==> src/rtl/core/cpc_pkg.sv <==
// ----------------------------------------------------------------------------
// cpc_pkg
// Shared types and constants of the curvature peak counter.
// ----------------------------------------------------------------------------
package cpc_pkg;

	// Sign of a first difference.
	typedef enum logic [1:0] {
		SLOPE_ZERO = 2'd0,
		SLOPE_POS  = 2'd1,
		SLOPE_NEG  = 2'd2
	} slope_t;

	// Configuration register indexes.
	localparam logic [1:0] REG_LOWER_THRESHOLD = 2'd0;
	localparam logic [1:0] REG_UPPER_THRESHOLD = 2'd1;
	localparam logic [1:0] REG_MIN_PEAKS       = 2'd2;
	localparam logic [1:0] REG_MAX_PEAKS       = 2'd3;

	localparam int          CFG_ADDR_W  = 2;
	localparam int          TALLY_W     = 12;
	localparam logic [11:0] TALLY_MAX   = 12'd4095;
	localparam int          OUT_TDATA_W = 16;
	localparam int          QUEUE_DEPTH = 4;

	// Control part of one queue entry from front to back.
	typedef struct packed {
		logic feed_a;     // first extremum value goes to the counter
		logic feed_b;     // second extremum value goes to the counter
		logic last;       // end of contour: emit a result
		logic too_short;  // contour held a single sample
	} cpc_ctrl_t;

	// An extremum lies between two slopes unless both are strictly of one sign.
	function automatic logic is_extremum(slope_t a, slope_t b);
		return !((a == SLOPE_POS && b == SLOPE_POS) || (a == SLOPE_NEG && b == SLOPE_NEG));
	endfunction

endpackage

==> src/rtl/core/cpc_front.sv <==
// ----------------------------------------------------------------------------
// cpc_front
// Accepts curvature samples, forms slope signs and finds the extrema that
// are released to the counter. Emits one queue entry per released extremum
// or end of contour; the end of a contour can release two extrema.
// ----------------------------------------------------------------------------
module cpc_front import cpc_pkg::*; #(
	parameter int SAMPLE_WIDTH = 16
) (
	input  logic                           clk,
	input  logic                           arst_n,
	input  logic                           in_valid,
	output logic                           in_ready,
	input  logic signed [SAMPLE_WIDTH-1:0] sample,
	input  logic                           last,
	output logic                           push,
	input  logic                           push_ready,
	output cpc_ctrl_t                      push_ctrl,
	output logic signed [SAMPLE_WIDTH-1:0] value_a,
	output logic signed [SAMPLE_WIDTH-1:0] value_b
);

	logic signed [SAMPLE_WIDTH-1:0] hist0_q, hist1_q, pend_q;
	logic                           pend_v_q;
	logic [1:0]                     seen_q;
	slope_t                         slope_q;

	logic                           accept;
	logic signed [SAMPLE_WIDTH:0]   diff_new, diff_old;
	slope_t                         d_cur, d_end;
	logic                           test1, test2, pend_v1;
	logic signed [SAMPLE_WIDTH-1:0] pend1;

	function automatic slope_t slope_of(logic signed [SAMPLE_WIDTH:0] diff);
		if (diff == '0) begin
			return SLOPE_ZERO;
		end else if (diff[SAMPLE_WIDTH]) begin
			return SLOPE_NEG;
		end else begin
			return SLOPE_POS;
		end
	endfunction

	assign in_ready = push_ready;
	assign accept   = in_valid && push_ready;

	always_comb begin
		diff_new = {sample[SAMPLE_WIDTH-1], sample} - {hist0_q[SAMPLE_WIDTH-1], hist0_q};
		diff_old = {sample[SAMPLE_WIDTH-1], sample} - {hist1_q[SAMPLE_WIDTH-1], hist1_q};
		d_end    = slope_of(diff_new);
		d_cur    = (seen_q == 2'd2) ? slope_of(diff_old) : d_end;
		// Central test at the older sample, then the one-sided test at the end.
		test1    = (seen_q == 2'd2) && is_extremum(slope_q, d_cur);
		pend_v1  = pend_v_q || test1;
		pend1    = test1 ? hist1_q : pend_q;
		test2    = last && (seen_q != 2'd0) && is_extremum(d_cur, d_end);

		push_ctrl.feed_a    = test1 && pend_v_q;
		push_ctrl.feed_b    = test2 && pend_v1;
		push_ctrl.last      = last;
		push_ctrl.too_short = (seen_q == 2'd0);
		value_a             = pend_q;
		value_b             = pend1;
		push = accept && (push_ctrl.feed_a || push_ctrl.feed_b || last);
	end

	always_ff @(posedge clk or negedge arst_n) begin
		if (!arst_n) begin
			seen_q   <= 2'd0;
			slope_q  <= SLOPE_ZERO;
			pend_v_q <= 1'b0;
			hist0_q  <= '0;
			hist1_q  <= '0;
			pend_q   <= '0;
		end else if (accept) begin
			if (last) begin
				seen_q   <= 2'd0;
				slope_q  <= SLOPE_ZERO;
				pend_v_q <= 1'b0;
				hist0_q  <= '0;
				hist1_q  <= '0;
				pend_q   <= '0;
			end else begin
				seen_q  <= (seen_q == 2'd0) ? 2'd1 : 2'd2;
				hist0_q <= sample;
				if (seen_q != 2'd0) begin
					slope_q  <= d_cur;
					hist1_q  <= hist0_q;
					pend_v_q <= pend_v1;
					pend_q   <= pend1;
				end
			end
		end
	end

endmodule

==> src/rtl/core/cpc_queue.sv <==
// ----------------------------------------------------------------------------
// cpc_queue
// Small register queue that decouples the front from the back.
// ----------------------------------------------------------------------------
module cpc_queue import cpc_pkg::*; #(
	parameter int WIDTH = 36,
	parameter int DEPTH = QUEUE_DEPTH
) (
	input  logic             clk,
	input  logic             arst_n,
	input  logic             wr_valid,
	output logic             wr_ready,
	input  logic [WIDTH-1:0] wr_data,
	output logic             rd_valid,
	input  logic             rd_ready,
	output logic [WIDTH-1:0] rd_data
);

	localparam int PW = (DEPTH > 1) ? $clog2(DEPTH) : 1;
	localparam int CW = $clog2(DEPTH + 1);
	localparam logic [PW-1:0] LAST_PTR  = PW'(DEPTH - 1);
	localparam logic [CW-1:0] FULL_CNT  = CW'(DEPTH);

	logic [WIDTH-1:0] mem_q [DEPTH];
	logic [PW-1:0]    wr_ptr_q, rd_ptr_q;
	logic [CW-1:0]    count_q;
	logic             do_wr, do_rd;

	assign wr_ready = (count_q != FULL_CNT);
	assign rd_valid = (count_q != '0);
	assign rd_data  = mem_q[rd_ptr_q];
	assign do_wr    = wr_valid && wr_ready;
	assign do_rd    = rd_valid && rd_ready;

	always_ff @(posedge clk) begin
		if (do_wr) begin
			mem_q[wr_ptr_q] <= wr_data;
		end
	end

	always_ff @(posedge clk or negedge arst_n) begin
		if (!arst_n) begin
			wr_ptr_q <= '0;
			rd_ptr_q <= '0;
			count_q  <= '0;
		end else begin
			if (do_wr) begin
				wr_ptr_q <= (wr_ptr_q == LAST_PTR) ? '0 : wr_ptr_q + 1'b1;
			end
			if (do_rd) begin
				rd_ptr_q <= (rd_ptr_q == LAST_PTR) ? '0 : rd_ptr_q + 1'b1;
			end
			if (do_wr && !do_rd) begin
				count_q <= count_q + 1'b1;
			end else if (do_rd && !do_wr) begin
				count_q <= count_q - 1'b1;
			end
		end
	end

endmodule

==> src/rtl/core/cpc_back.sv <==
// ----------------------------------------------------------------------------
// cpc_back
// Alternating max/min counter with hysteresis, and the result register.
// ----------------------------------------------------------------------------
module cpc_back import cpc_pkg::*; #(
	parameter int SAMPLE_WIDTH = 16
) (
	input  logic                           clk,
	input  logic                           arst_n,
	input  logic                           q_valid,
	output logic                           q_ready,
	input  cpc_ctrl_t                      q_ctrl,
	input  logic signed [SAMPLE_WIDTH-1:0] q_value_a,
	input  logic signed [SAMPLE_WIDTH-1:0] q_value_b,
	input  logic signed [SAMPLE_WIDTH-1:0] lower_threshold,
	input  logic signed [SAMPLE_WIDTH-1:0] upper_threshold,
	input  logic [TALLY_W-1:0]             min_peaks,
	input  logic [TALLY_W-1:0]             max_peaks,
	output logic                           out_valid,
	input  logic                           out_ready,
	output logic [TALLY_W-1:0]             peak_count,
	output logic                           count_in_range,
	output logic                           too_short
);

	typedef struct packed {
		logic                           seek;
		logic signed [SAMPLE_WIDTH-1:0] prev;
		logic [TALLY_W-1:0]             tally;
	} cnt_t;

	localparam cnt_t CNT_RESET = '{seek: 1'b1, prev: '0, tally: '0};

	cnt_t cnt_q, cnt_a, cnt_b;
	logic out_v_q;
	logic pop, emit;

	function automatic cnt_t feed(cnt_t c, logic signed [SAMPLE_WIDTH-1:0] v,
			logic signed [SAMPLE_WIDTH-1:0] lo, logic signed [SAMPLE_WIDTH-1:0] up);
		cnt_t r;
		r = c;
		if (c.seek) begin
			if (v < c.prev && c.prev >= up) begin
				r.seek = 1'b0;
				if (c.tally != TALLY_MAX) begin
					r.tally = c.tally + 1'b1;
				end
			end
		end else if (v > c.prev && c.prev < lo) begin
			r.seek = 1'b1;
		end
		r.prev = v;
		return r;
	endfunction

	// The end of a contour can release two extrema, applied in order.
	always_comb begin
		cnt_a = q_ctrl.feed_a ? feed(cnt_q, q_value_a, lower_threshold, upper_threshold) : cnt_q;
		cnt_b = q_ctrl.feed_b ? feed(cnt_a, q_value_b, lower_threshold, upper_threshold) : cnt_a;
	end

	assign q_ready   = !q_ctrl.last || !out_v_q || out_ready;
	assign pop       = q_valid && q_ready;
	assign emit      = pop && q_ctrl.last;
	assign out_valid = out_v_q;

	always_ff @(posedge clk or negedge arst_n) begin
		if (!arst_n) begin
			cnt_q   <= CNT_RESET;
			out_v_q <= 1'b0;
		end else begin
			if (pop) begin
				cnt_q <= q_ctrl.last ? CNT_RESET : cnt_b;
			end
			if (emit) begin
				out_v_q <= 1'b1;
			end else if (out_ready) begin
				out_v_q <= 1'b0;
			end
		end
	end

	// A single-sample contour never reports a range hit.
	always_ff @(posedge clk) begin
		if (emit) begin
			peak_count     <= cnt_b.tally;
			count_in_range <= !q_ctrl.too_short && (min_peaks <= cnt_b.tally)
				&& (cnt_b.tally <= max_peaks);
			too_short      <= q_ctrl.too_short;
		end
	end

endmodule

==> src/rtl/core/curvature_peak_counter.sv <==
// ----------------------------------------------------------------------------
// curvature_peak_counter
// Counts alternating curvature peaks along a contour and reports the count
// and a range check on the last sample of each contour.
//
//   Channel  Direction  Beat contents
//   s_*      in         tdata: curvature_sample; tlast: last_sample
//   m_*      out        tdata: peak_count, count_in_range, too_short
//   cfg_*    in         register index and write data, no read-back
//
// One sample is accepted per cycle while the queue has room. For the result
// of a contour, the front writes the queue when the last sample is accepted,
// and the counter loads the result register when it pops that entry.
// A stalled output fills the four-entry queue before s_tready drops.
// Reset clears all contour state and sets the registers to their defaults.
// ----------------------------------------------------------------------------
module curvature_peak_counter import cpc_pkg::*; #(
	parameter int SAMPLE_WIDTH = 16
) (
	input  logic                             clk,
	input  logic                             arst_n,
	input  logic                             s_tvalid,
	output logic                             s_tready,
	// curvature_sample
	input  logic [((SAMPLE_WIDTH+7)/8)*8-1:0] s_tdata,
	input  logic                             s_tlast,
	output logic                             m_tvalid,
	input  logic                             m_tready,
	// peak_count[11:0], count_in_range, too_short, zero padding
	output logic [OUT_TDATA_W-1:0]           m_tdata,
	input  logic                             cfg_we,
	input  logic [CFG_ADDR_W-1:0]            cfg_addr,
	input  logic [((SAMPLE_WIDTH > TALLY_W) ? SAMPLE_WIDTH : TALLY_W)-1:0] cfg_wdata
);

	localparam int QW = $bits(cpc_ctrl_t) + 2 * SAMPLE_WIDTH;

	logic signed [SAMPLE_WIDTH-1:0] lower_q, upper_q;
	logic [TALLY_W-1:0]             min_q, max_q;

	logic                           push, push_ready, q_valid, q_ready;
	cpc_ctrl_t                      push_ctrl, q_ctrl;
	logic signed [SAMPLE_WIDTH-1:0] value_a, value_b, q_value_a, q_value_b;
	logic [QW-1:0]                  q_wdata, q_rdata;
	logic [TALLY_W-1:0]             peak_count;
	logic                           count_in_range, too_short;

	always_ff @(posedge clk or negedge arst_n) begin
		if (!arst_n) begin
			lower_q <= '0;
			upper_q <= '0;
			min_q   <= '0;
			max_q   <= TALLY_MAX;
		end else if (cfg_we) begin
			case (cfg_addr)
				REG_LOWER_THRESHOLD: lower_q <= cfg_wdata[SAMPLE_WIDTH-1:0];
				REG_UPPER_THRESHOLD: upper_q <= cfg_wdata[SAMPLE_WIDTH-1:0];
				REG_MIN_PEAKS:       min_q   <= cfg_wdata[TALLY_W-1:0];
				REG_MAX_PEAKS:       max_q   <= cfg_wdata[TALLY_W-1:0];
				default: ;
			endcase
		end
	end

	cpc_front #(.SAMPLE_WIDTH(SAMPLE_WIDTH)) u_front (
		.clk        (clk),
		.arst_n     (arst_n),
		.in_valid   (s_tvalid),
		.in_ready   (s_tready),
		.sample     (s_tdata[SAMPLE_WIDTH-1:0]),
		.last       (s_tlast),
		.push       (push),
		.push_ready (push_ready),
		.push_ctrl  (push_ctrl),
		.value_a    (value_a),
		.value_b    (value_b)
	);

	assign q_wdata = {push_ctrl, value_b, value_a};

	cpc_queue #(.WIDTH(QW), .DEPTH(QUEUE_DEPTH)) u_queue (
		.clk      (clk),
		.arst_n   (arst_n),
		.wr_valid (push),
		.wr_ready (push_ready),
		.wr_data  (q_wdata),
		.rd_valid (q_valid),
		.rd_ready (q_ready),
		.rd_data  (q_rdata)
	);

	assign q_value_a = q_rdata[SAMPLE_WIDTH-1:0];
	assign q_value_b = q_rdata[2*SAMPLE_WIDTH-1:SAMPLE_WIDTH];
	assign q_ctrl    = q_rdata[QW-1:2*SAMPLE_WIDTH];

	cpc_back #(.SAMPLE_WIDTH(SAMPLE_WIDTH)) u_back (
		.clk             (clk),
		.arst_n          (arst_n),
		.q_valid         (q_valid),
		.q_ready         (q_ready),
		.q_ctrl          (q_ctrl),
		.q_value_a       (q_value_a),
		.q_value_b       (q_value_b),
		.lower_threshold (lower_q),
		.upper_threshold (upper_q),
		.min_peaks       (min_q),
		.max_peaks       (max_q),
		.out_valid       (m_tvalid),
		.out_ready       (m_tready),
		.peak_count      (peak_count),
		.count_in_range  (count_in_range),
		.too_short       (too_short)
	);

	assign m_tdata = {2'b00, too_short, count_in_range, peak_count};

endmodule

==> config.mk <==
export PLATFORM = sky130hd
export DESIGN_NAME = curvature_peak_counter
export DESIGN_NICKNAME = d
export VERILOG_FILES = /design/src/rtl/core/cpc_pkg.sv /design/src/rtl/core/cpc_front.sv /design/src/rtl/core/cpc_queue.sv /design/src/rtl/core/cpc_back.sv /design/src/rtl/core/curvature_peak_counter.sv
export SDC_FILE = /design/constraint.sdc
export NUM_CORES = 1
export LEC_CHECK = 0
export BUFFER_PORTS_ARGS = -buffer_cell sky130_fd_sc_hd__buf_2
export CORE_MARGIN = 2
export CORE_UTILIZATION = 35
export DETAILED_ROUTE_END_ITERATION = 8
export HOLD_SLACK_MARGIN = 0.02
export PLACE_DENSITY = 0.51
export SYNTH_ARGS = -nofsm -noshare
export SYNTH_HDL_FRONTEND = slang
export SYNTH_HIERARCHICAL = 1
export SYNTH_SLANG_ARGS = --single-unit
==> constraint.sdc <==
create_clock -name clk -period 8.7 [get_ports clk]
set_clock_uncertainty 0.15 [all_clocks]
set_input_delay 0.87 -clock clk [delete_from_list [all_inputs] [get_ports clk]]
set_output_delay 0.87 -clock clk [all_outputs]
set_load 0.05 [all_outputs]
==> flow_summary.toml, run 1 <==
[run_status]
status = "complete, no violations"

[setup_path]
worstPathRequired_ns = 8.94
critPathLaunchType = "flip-flop"
crit_fanout = 35
critical_path_class = "reg -> reg"
cp_data_arrival_time_ns = 7.57
timing.rr.start = "u_queue/rd_ptr_q[0]$_DFFE_PN0P_"
cpPeakStageDelay_ns = 0.61
slowest_stage = "or4_4"
setup.worst_path.start = "u_queue/rd_ptr_q[0]$_DFFE_PN0P_"
endpoint_kind = "flip-flop"

[cts]
cts-root-buf = "clkbuf_16"
clockBufferDepth = 3
post_cts_resized = 0
cts_num_sinks = 304
h-tree-depth = 2
clk_latency_ns = 0.55
cts_tree = "built"
post-cts-setup-buffers = 0
cts.clk_slew.worst_paths_ns = 0.06
cts_made_buffers = 36
postCtsHoldBufs = 0

[floorplanning]
die_h_um = 228
rows = 82
coreArea_um2 = 50000
start_util = 0.353
die_w_um = 228
die-area_um2 = 52200
ios = 58

[logic_synthesis]
ys_warn_count = 6
synth_area_leaders = "edfxtp_1, dfrtp_1, ha_1, mux2_2, mux4_2"
ys_seq_area_frac = 0.477
syn_area_per_cell_um2 = 11.9
synth_ff_type = "edfxtp_1"
synth_top_area_cell = "edfxtp_1"
synthArstFlopShare = 0.480
synth_area_um2 = 17600
netlist.area_leader.share = 0.269
synth-seq-cells = 304
yosysUniqueCellTypes = 107
synth_edf_count = 158
synthesis.instances = 1486

[route]
post_drt_wl_per_cell_um = 19.0
vias = 11773
ant_nets = 0
wirelength_mm = 42.5
initialDrtViolationCount = 903
dr.pass1.iters = 6
viasPerCell = 5.27
post-route-drc-count = 0

[placed_design]
io_buffers = 55
dp_hpwl_mm = 30.7
dpl.cell_count = 2167
routabilityCongestion = 0.899

[sta]
setup_viol = 0
hold_viol_final = 0
tightest_slew_ns = 1.02
finalMaxSlewViolations = 0
relSlewSlack = 0.321
fin_crit_ns = 7.33
rsz0062_at_grt = "false"
tns_ns = 0
fin_crit_sh = 0.842
fmax_mhz = 136

[global_routing]
grt_use_total = 0.165
grt_pass1_vias = 12255
grt_pass1_wl_mm = 67.8
grt_max_degree = 89
antenna_found_initial = 0
overflow = 0

[cells_and_area]
final_cells = 2232
drive_above_1_share = 0.198
nNetsFinal = 1734
area_growth_pct = 12.4
antennaDiodeCount = 0

[power]
ir_drop_v = 0.000154
powerDensity_nw_per_um2 = 327
cellLeakagePower_nw = 8.20

[job]
drv_cap = 0

[min_path]
hold_path.class = "in -> async"
==> placed cells by master, fill, tap and decap left out, types with 27 or more instances in the layout <==
master,Yosys,final
mux2_2,83,83
clkbuf_16,0,39
a21oi_1,75,75
nand2_1,65,65
ha_1,158,158
dfrtp_1,133,132
o21ai_0,72,72
nand4_1,27,27
buf_2,9,54
nor2_1,66,66
mux4_2,36,36
inv_1,142,142
edfxtp_1,158,158
==> final timing paths <==
path / slack, ns / end / depth (start not counted)
worst max-delay path: 1.37 / u_back/count_in_range$_DFFE_PP_ / 30
worst min-delay path: 0.26 / upper_q[11]$_DFFE_PN0P_ / 1
worst max register to register: 1.37 / u_back/count_in_range$_DFFE_PP_ / 30
worst min register to register: 0.35 / u_queue/count_q[2]$_DFFE_PN0P_ / 1
max in group asynchronous: 6.84 / upper_q[1]$_DFFE_PN0P_ / 2
min in group clk: 0.35 / u_queue/count_q[2]$_DFFE_PN0P_ / 1
==> sequential cells by signal, summed over array words and instances (netlist names), 2 cells and up <==
signal	cells
u_queue/mem_q	144
u_back/peak_count	12
u_queue/count_q	3
lower_q	16
u_front/hist0_q	16
u_front/seen_q	2
min_q	12
u_front/slope_q	2
u_front/value_a	16
u_queue/rd_ptr_q	2
max_q	12
u_queue/wr_ptr_q	2
upper_q	16
u_front/hist1_q	16
u_back/cnt_q	29
==> critical path, delay by kind of cell (launching register included) <==
family | cells | cell delay [ns]
adders and majority gates | 3 | 0.73
and+or+nand+nor | 9 | 2.02
xor gates and xnor gates | 2 | 0.33
buffers and inverters | 2 | 0.39
DFF | 1 | 0.47
AOI/OAI and AO/OA | 12 | 2.06
muxes | 2 | 0.97
==> cell type report <==
class	instances	area, µm²
multi-input cells	980	8340
well taps	672	841
clock inverters	20	255
clock buffers	45	1030
inverters	145	544
fillers	4794	30100
flip-flops and latches	304	8420
repair buffers	66	389
==> report_power, final <==
group	internal [W]	switching [W]	total, W	leakage [nW]
Combinational	0.00113	0.00173	0.00286	4.24
Sequential	0.00182	0.000186	0.00201	3.34
Clock	0.000972	0.000630	0.00160	0.613
==> cell usage after synthesis, types with 19 or more instances <==
master	n
a21oi_1	75
clkbuf_1	24
nor2_1	66
nand4_1	27
nand3b_1	19
a21o_1	20
edfxtp_1	158
nand2_1	65
mux4_2	36
o21ai_0	72
dfrtp_1	133
inv_1	142
nand3_1	21
nor2b_1	23
mux2_2	83
ha_1	158
mux2i_1	20
==> routing by layer <==
layer	part of all wire	vias to the layer above	GRT usage
li1	-	5644	-
met1	0.47	5864	0.217
met2	0.48	201	0.280
met3	0.034	64	0.0247
met4	0.023	0	0.0492
met5	0	-	0
==> per-stage QoR <==
step / hold slack, ns / power (W) / area [µm²] / setup WS [ns] / utilization
after floorplan: 0.297 / 0.00414 / 17600 / 2.09 / -
after global placement: 0.336 / 0.00486 / 18500 / 1.49 / 0.371
after CTS: 0.301 / 0.00654 / 19800 / 1.40 / 0.397
after global routing: 0.334 / 0.00696 / 19800 / 0.688 / 0.397
after detailed placement: 0.336 / 0.00490 / 18500 / 1.41 / 0.371
final: 0.264 / 0.00647 / 19800 / 1.37 / 0.397
==> logic make-up (layout without fill, tap and decap cells) <==
kind of cell | count (synthesis) | count (layout) | synth area share
compound gates | 320 | 320 | 0.123
fa+ha+maj | 161 | 161 | 0.116
xor+xnor | 32 | 32 | 0.0163
simple gates | 321 | 321 | 0.102
mux | 144 | 144 | 0.115
other cells | 1 | 2 | 0.000213
buf+inv | 203 | 276 | 0.0507
flops | 304 | 304 | 0.477
No activity file was read; power rests on OpenSTA's default activity.
==> run 2, diff against run 1 <==
- ABC_AREA: default -> 1
- clock period: 8.7 -> 7.15 ns (I/O delays scaled with it)
==> flow_summary.toml, run 2 <==
[run_status]
status = "complete, no violations"

[floorplanning]
coreArea_um2 = 53700
rows = 85
ios = 58
die_h_um = 237
die_w_um = 237
die-area_um2 = 56100
start_util = 0.353

[logic_synthesis]
synth.most_common_cell = "nand2_1"
synth_edf_count = 158
ys_warn_count = 6
ys_seq_area_frac = 0.443
synth_commonest_cells = "nand2_1, inv_1, edfxtp_1, ha_1, nand3_1"
synthesis.instances = 2290
syn_area_per_cell_um2 = 8.29
synth_ff_type = "edfxtp_1"
yosysUniqueCellTypes = 56
netlist.area_leader.share = 0.250
synth_top_area_cell = "edfxtp_1"
synth_area_um2 = 19000
synth-seq-cells = 304
synthArstFlopShare = 0.480
synth_area_leaders = "edfxtp_1, dfrtp_1, nand2_1, ha_1, inv_1"

[sta]
setup_viol = 0
rsz0062_at_grt = "false"
tightest_slew_ns = 1.15
fin_crit_sh = 0.845
fin_crit_ns = 6.04
fmax_mhz = 165
relSlewSlack = 0.232
tns_ns = 0
finalMaxSlewViolations = 0
hold_viol_final = 0

[cts]
post_cts_resized = 0
post-cts-setup-buffers = 0
clk_latency_ns = 0.55
cts_tree = "built"
cts-root-buf = "clkbuf_16"
cts_num_sinks = 304
h-tree-depth = 2
cts_made_buffers = 37
postCtsHoldBufs = 0
clockBufferDepth = 3
cts.clk_slew.worst_paths_ns = 0.06

[route]
post_drt_wl_per_cell_um = 16.4
viasPerCell = 4.94
dr_wl_met2_mm = 24.6
top_layer = "met4"
vias = 15061
dr.pass1.iters = 5
ant_nets = 0
wl_met1_mm = 21.9
wirelength_mm = 49.9
dr_wl_met3_mm = 1.71
post-route-drc-count = 0
initialDrtViolationCount = 916

[setup_path]
crit_family = "simple AND/OR/NAND/NOR gates"
critical_path_class = "reg -> reg"
cp_common_cell = "nand2_1"
critPathLaunchType = "flip-flop"
worstPathRequired_ns = 7.29
cpPeakStageDelay_ns = 1.01
cp.buffers_inverters = 2
cp_data_arrival_time_ns = 6.18
slowest_stage = "dfrtp_4"
endpoint_kind = "flip-flop"
crit_fanout = 101

[cells_and_area]
drive_above_1_share = 0.0913
final_cell_mix = "nand2_1, inv_1, ha_1, edfxtp_1, nand3_1"
area_growth_pct = 10.5
regMostFlops = "u_queue/mem_q"
top_regs = "u_queue/mem_q (144), u_back/cnt_q (29)"
layout_commonest_cell = "nand2_1"
antennaDiodeCount = 0
nNetsFinal = 2527
largest_reg_flops = 144

[power]
ir_drop_v = 0.000221
cellLeakagePower_nw = 10.0
power_w = 0.00894
powerDensity_nw_per_um2 = 426

[placed_design]
dp_hpwl_mm = 37.1
io_buffers = 55
routabilityCongestion = 0.858

[global_routing]
grt_use_total = 0.182
grt_pass1_vias = 15175
overflow = 0
antenna_found_initial = 0
grt_max_degree = 102
grt_pass1_wl_mm = 81.2

[min_path]
hold_path.class = "in -> async"

[job]
drv_cap = 0
[run 2: per-stage QoR]
step | instances | hold WS, ns | utilization | setup WS [ns] | instance area [µm²]
final | 3051 | 0.146 | 0.391 | 1.11 | 21000
after global routing | 3051 | 0.193 | 0.391 | 0.271 | 21000
after CTS | 3051 | 0.160 | 0.391 | 1.12 | 21000
after detailed placement | 2983 | 0.311 | 0.368 | 1.15 | 19800
after global placement | 2983 | 0.307 | 0.368 | 1.25 | 19800
after floorplan | 2291 | 0.269 | - | 2.05 | 19000
[run 2: worst paths after layout]
check / cells after the start / slack [ns] / startpoint / end
worst max-delay path: 29 / 1.11 / u_queue/rd_ptr_q[0]$_DFFE_PN0P_ / u_back/count_in_range$_DFFE_PP_
worst min-delay path: 1 / 0.15 / arst_n / lower_q[3]$_DFFE_PN0P_
worst max register to register: 29 / 1.11 / u_queue/rd_ptr_q[0]$_DFFE_PN0P_ / u_back/count_in_range$_DFFE_PP_
worst min register to register: 2 / 0.32 / max_q[2]$_DFFE_PN1P_ / max_q[2]$_DFFE_PN1P_
max in group asynchronous: 2 / 5.35 / arst_n / u_queue/rd_ptr_q[0]$_DFFE_PN0P_
min in group clk: 3 / 0.27 / s_tdata[8] / u_front/hist0_q[8]$_DFFE_PN0P_
[run 2: logic make-up after synthesis]
logic type               count (synthesis)  synth area share
AO/OA/AOI/OAI                          280            0.0903
XOR/XNOR                                 6           0.00277
adder cells (fa/ha/maj)                161             0.107
buffers and inverters                  461             0.103
flip-flops                             304             0.443
other                                    1          0.000198
AND/OR/NAND/NOR                       1077             0.253
[run 2: layout make-up]
cell class              instances  area [µm²]
clock buffers                  50        1030
clock inverters                18         169
fillers                      5417       32700
inverters                     388        1460
multi-input cells            1526        8650
flip-flops and latches        304        8420
well taps                     696         871
repair buffers                 69         387
[run 2: report_power, final]
| part | internal [W] | switching (W) |
|---|---|---|
| Clock | 0.00109 | 0.000760 |
| Combinational | 0.00142 | 0.00302 |
| Sequential | 0.00236 | 0.000289 |
[run 2: worst reg2reg max path: cells and delay by family (launching register included)]
kind | cells | cell delay (ns)
and+or+nand+nor | 18 | 2.53
adders and majority gates | 3 | 0.80
AOI/OAI and AO/OA | 6 | 0.69
DFF | 1 | 1.01
buffers and inverters | 2 | 0.58
[run 2: routing by layer]
metal	global-route usage	vias to the layer above
met5	0	-
met4	0.0698	0
met3	0.0252	85
met2	0.325	248
met1	0.223	7116
li1	-	7612
==> run 3, diff against run 2 <==
- PLACE_DENSITY: 0.51 -> 0.53
- clock period: 7.15 -> 5.3 ns (I/O delays scaled with it)
==> flow_summary.toml, run 3 (synthesis gave the netlist of run 2 again) <==
[sta]
finalMaxSlewViolations = 0
setup_viol = 0
hold_viol_final = 0
relSlewSlack = 0.293
fin_crit_sh = 0.928
tightest_slew_ns = 1.06
fmax_mhz = 203
fin_crit_ns = 4.92

[cells_and_area]
fillers = 5398
drive_above_1_share = 0.119
nNetsFinal = 2575
top_regs = "u_queue/mem_q (144), u_back/cnt_q (29)"
final_cell_mix = "nand2_1, inv_1, edfxtp_1"
largest_reg_flops = 144
final_cells = 3099
area_growth_pct = 13.7
fin_area_um2 = 21600
regMostFlops = "u_queue/mem_q"
layout_commonest_cell = "nand2_1"
utilization = 0.402
antennaDiodeCount = 0

[cts]
clk_latency_ns = 0.56
clockBufferDepth = 3
cts-root-buf = "clkbuf_16"
h-tree-depth = 2
cts_tree = "built"
cts.clk_slew.worst_paths_ns = 0.06
cts_made_buffers = 38
cts_num_sinks = 304

[floorplanning]
die_w_um = 237
start_util = 0.353
die-area_um2 = 56100
rows = 85
die_h_um = 237
coreArea_um2 = 53700
ios = 58

[placed_design]
placed_cell_area_um2 = 20200
routabilityCongestion = 0.887
io_buffers = 55
dpl.cell_count = 3021
dp_hpwl_mm = 36.9

[global_routing]
antenna_found_initial = 0
grt_max_degree = 76
grt_pass1_wl_mm = 80.1
grt_use_total = 0.178
grt_pass1_vias = 15270
overflow = 0

[setup_path]
cp_data_arrival_time_ns = 5.16
cpPeakStageDelay_ns = 0.53
crit_family = "simple AND/OR/NAND/NOR gates"
slowest_stage = "dfrtp_4"
cp.buffers_inverters = 4
cp_common_cell = "nand2_1"
endpoint_kind = "flip-flop"
worstPathRequired_ns = 5.54
critical_path_class = "reg -> reg"
crit_fanout = 5
critPathLaunchType = "flip-flop"

[power]
cellLeakagePower_nw = 10.3
powerDensity_nw_per_um2 = 584
power_w = 0.0126
ir_drop_v = 0.000204

[route]
wirelength_mm = 49.4
vias = 15251
post-route-drc-count = 0
viasPerCell = 4.92
post_drt_wl_per_cell_um = 15.9
ant_nets = 0
initialDrtViolationCount = 732
dr.pass1.iters = 6

[run_status]
status = "complete, no violations"

[job]
drv_cap = 0

[min_path]
hold_path.class = "in -> reg"
## run 3: cell types whose count changed in the layout (fill, tap and decap cells not counted), sizes merged
| cell | delta |
|---|---|
| buf | +45 |
| nand4 | +1 |
| dlygate4sd3 | +1 |
| clkbuf | +3 |
| clkinvlp | -2 |
## run 3: power by group
part | internal [W] | switching (W)
combinational | 0.00230 | 0.00430
sequential | 0.00319 | 0.000295
clock | 0.00150 | 0.00103
## run 3: stage by stage
step                      setup TNS, ns  hold slack (ns)  setup slack [ns]
after detailed placement              0            0.308             0.118
final                                 0           0.0761             0.384
after floorplan                       0           0.0844             0.383
after global routing            -0.0399           0.0818           -0.0399
after CTS                             0           0.0528             0.108
after global placement                0            0.303             0.228
## run 3: final cells by class
cell class,instances,area [µm²],share of cell area
inverters,388,1460,0.0676
repair buffers,115,841,0.0389
multi-input cells,1527,8780,0.407
clock inverters,16,158,0.00730
flip-flops and latches,304,8420,0.390
well taps,696,871,0.0403
clock buffers,53,1060,0.0490
## run 3: path summary, 6_finish.rpt
path / slack (ns) / cells after the start / startpoint / to
setup / recovery: 0.38 / 34 / u_queue/rd_ptr_q[0]$_DFFE_PN0P_ / u_back/count_in_range$_DFFE_PP_
hold / removal: 0.08 / 3 / s_tdata[6] / u_front/hist0_q[6]$_DFFE_PN0P_
setup reg to reg: 0.38 / 34 / u_queue/rd_ptr_q[0]$_DFFE_PN0P_ / u_back/count_in_range$_DFFE_PP_
hold reg to reg: 0.32 / 2 / max_q[2]$_DFFE_PN1P_ / max_q[2]$_DFFE_PN1P_
max in group asynchronous: 3.41 / 3 / arst_n / u_back/cnt_q[4]$_DFFE_PN0P_
min in group asynchronous: 0.44 / 2 / arst_n / u_queue/count_q[2]$_DFFE_PN0P_
## run 3: worst register-to-register path, delay by kind of cell (launching register included)
kind	cells	cell delay, ns
buffers and inverters	4	0.40
AND/OR/NAND/NOR	26	2.85
flip-flops	1	0.53
adder cells (fa/ha/maj)	3	0.74
AO/OA/AOI/OAI	1	0.08
## run 3: what timing repair did
action	in CTS	in global routing
endpoints found under the setup margin	0	1
hold buffers	1	0
hold endpoints to repair	73	0
resized for setup	0	48
setup buffers	0	6
## run 3: metal layers
metal / track usage / vias to the layer above / wire length (µm)
met5: 0 / - / 0
met4: 0.0666 / 0 / 1640
met3: 0.0235 / 80 / 1780
met2: 0.322 / 276 / 24600
met1: 0.215 / 7174 / 21400
li1: - / 7721 / -
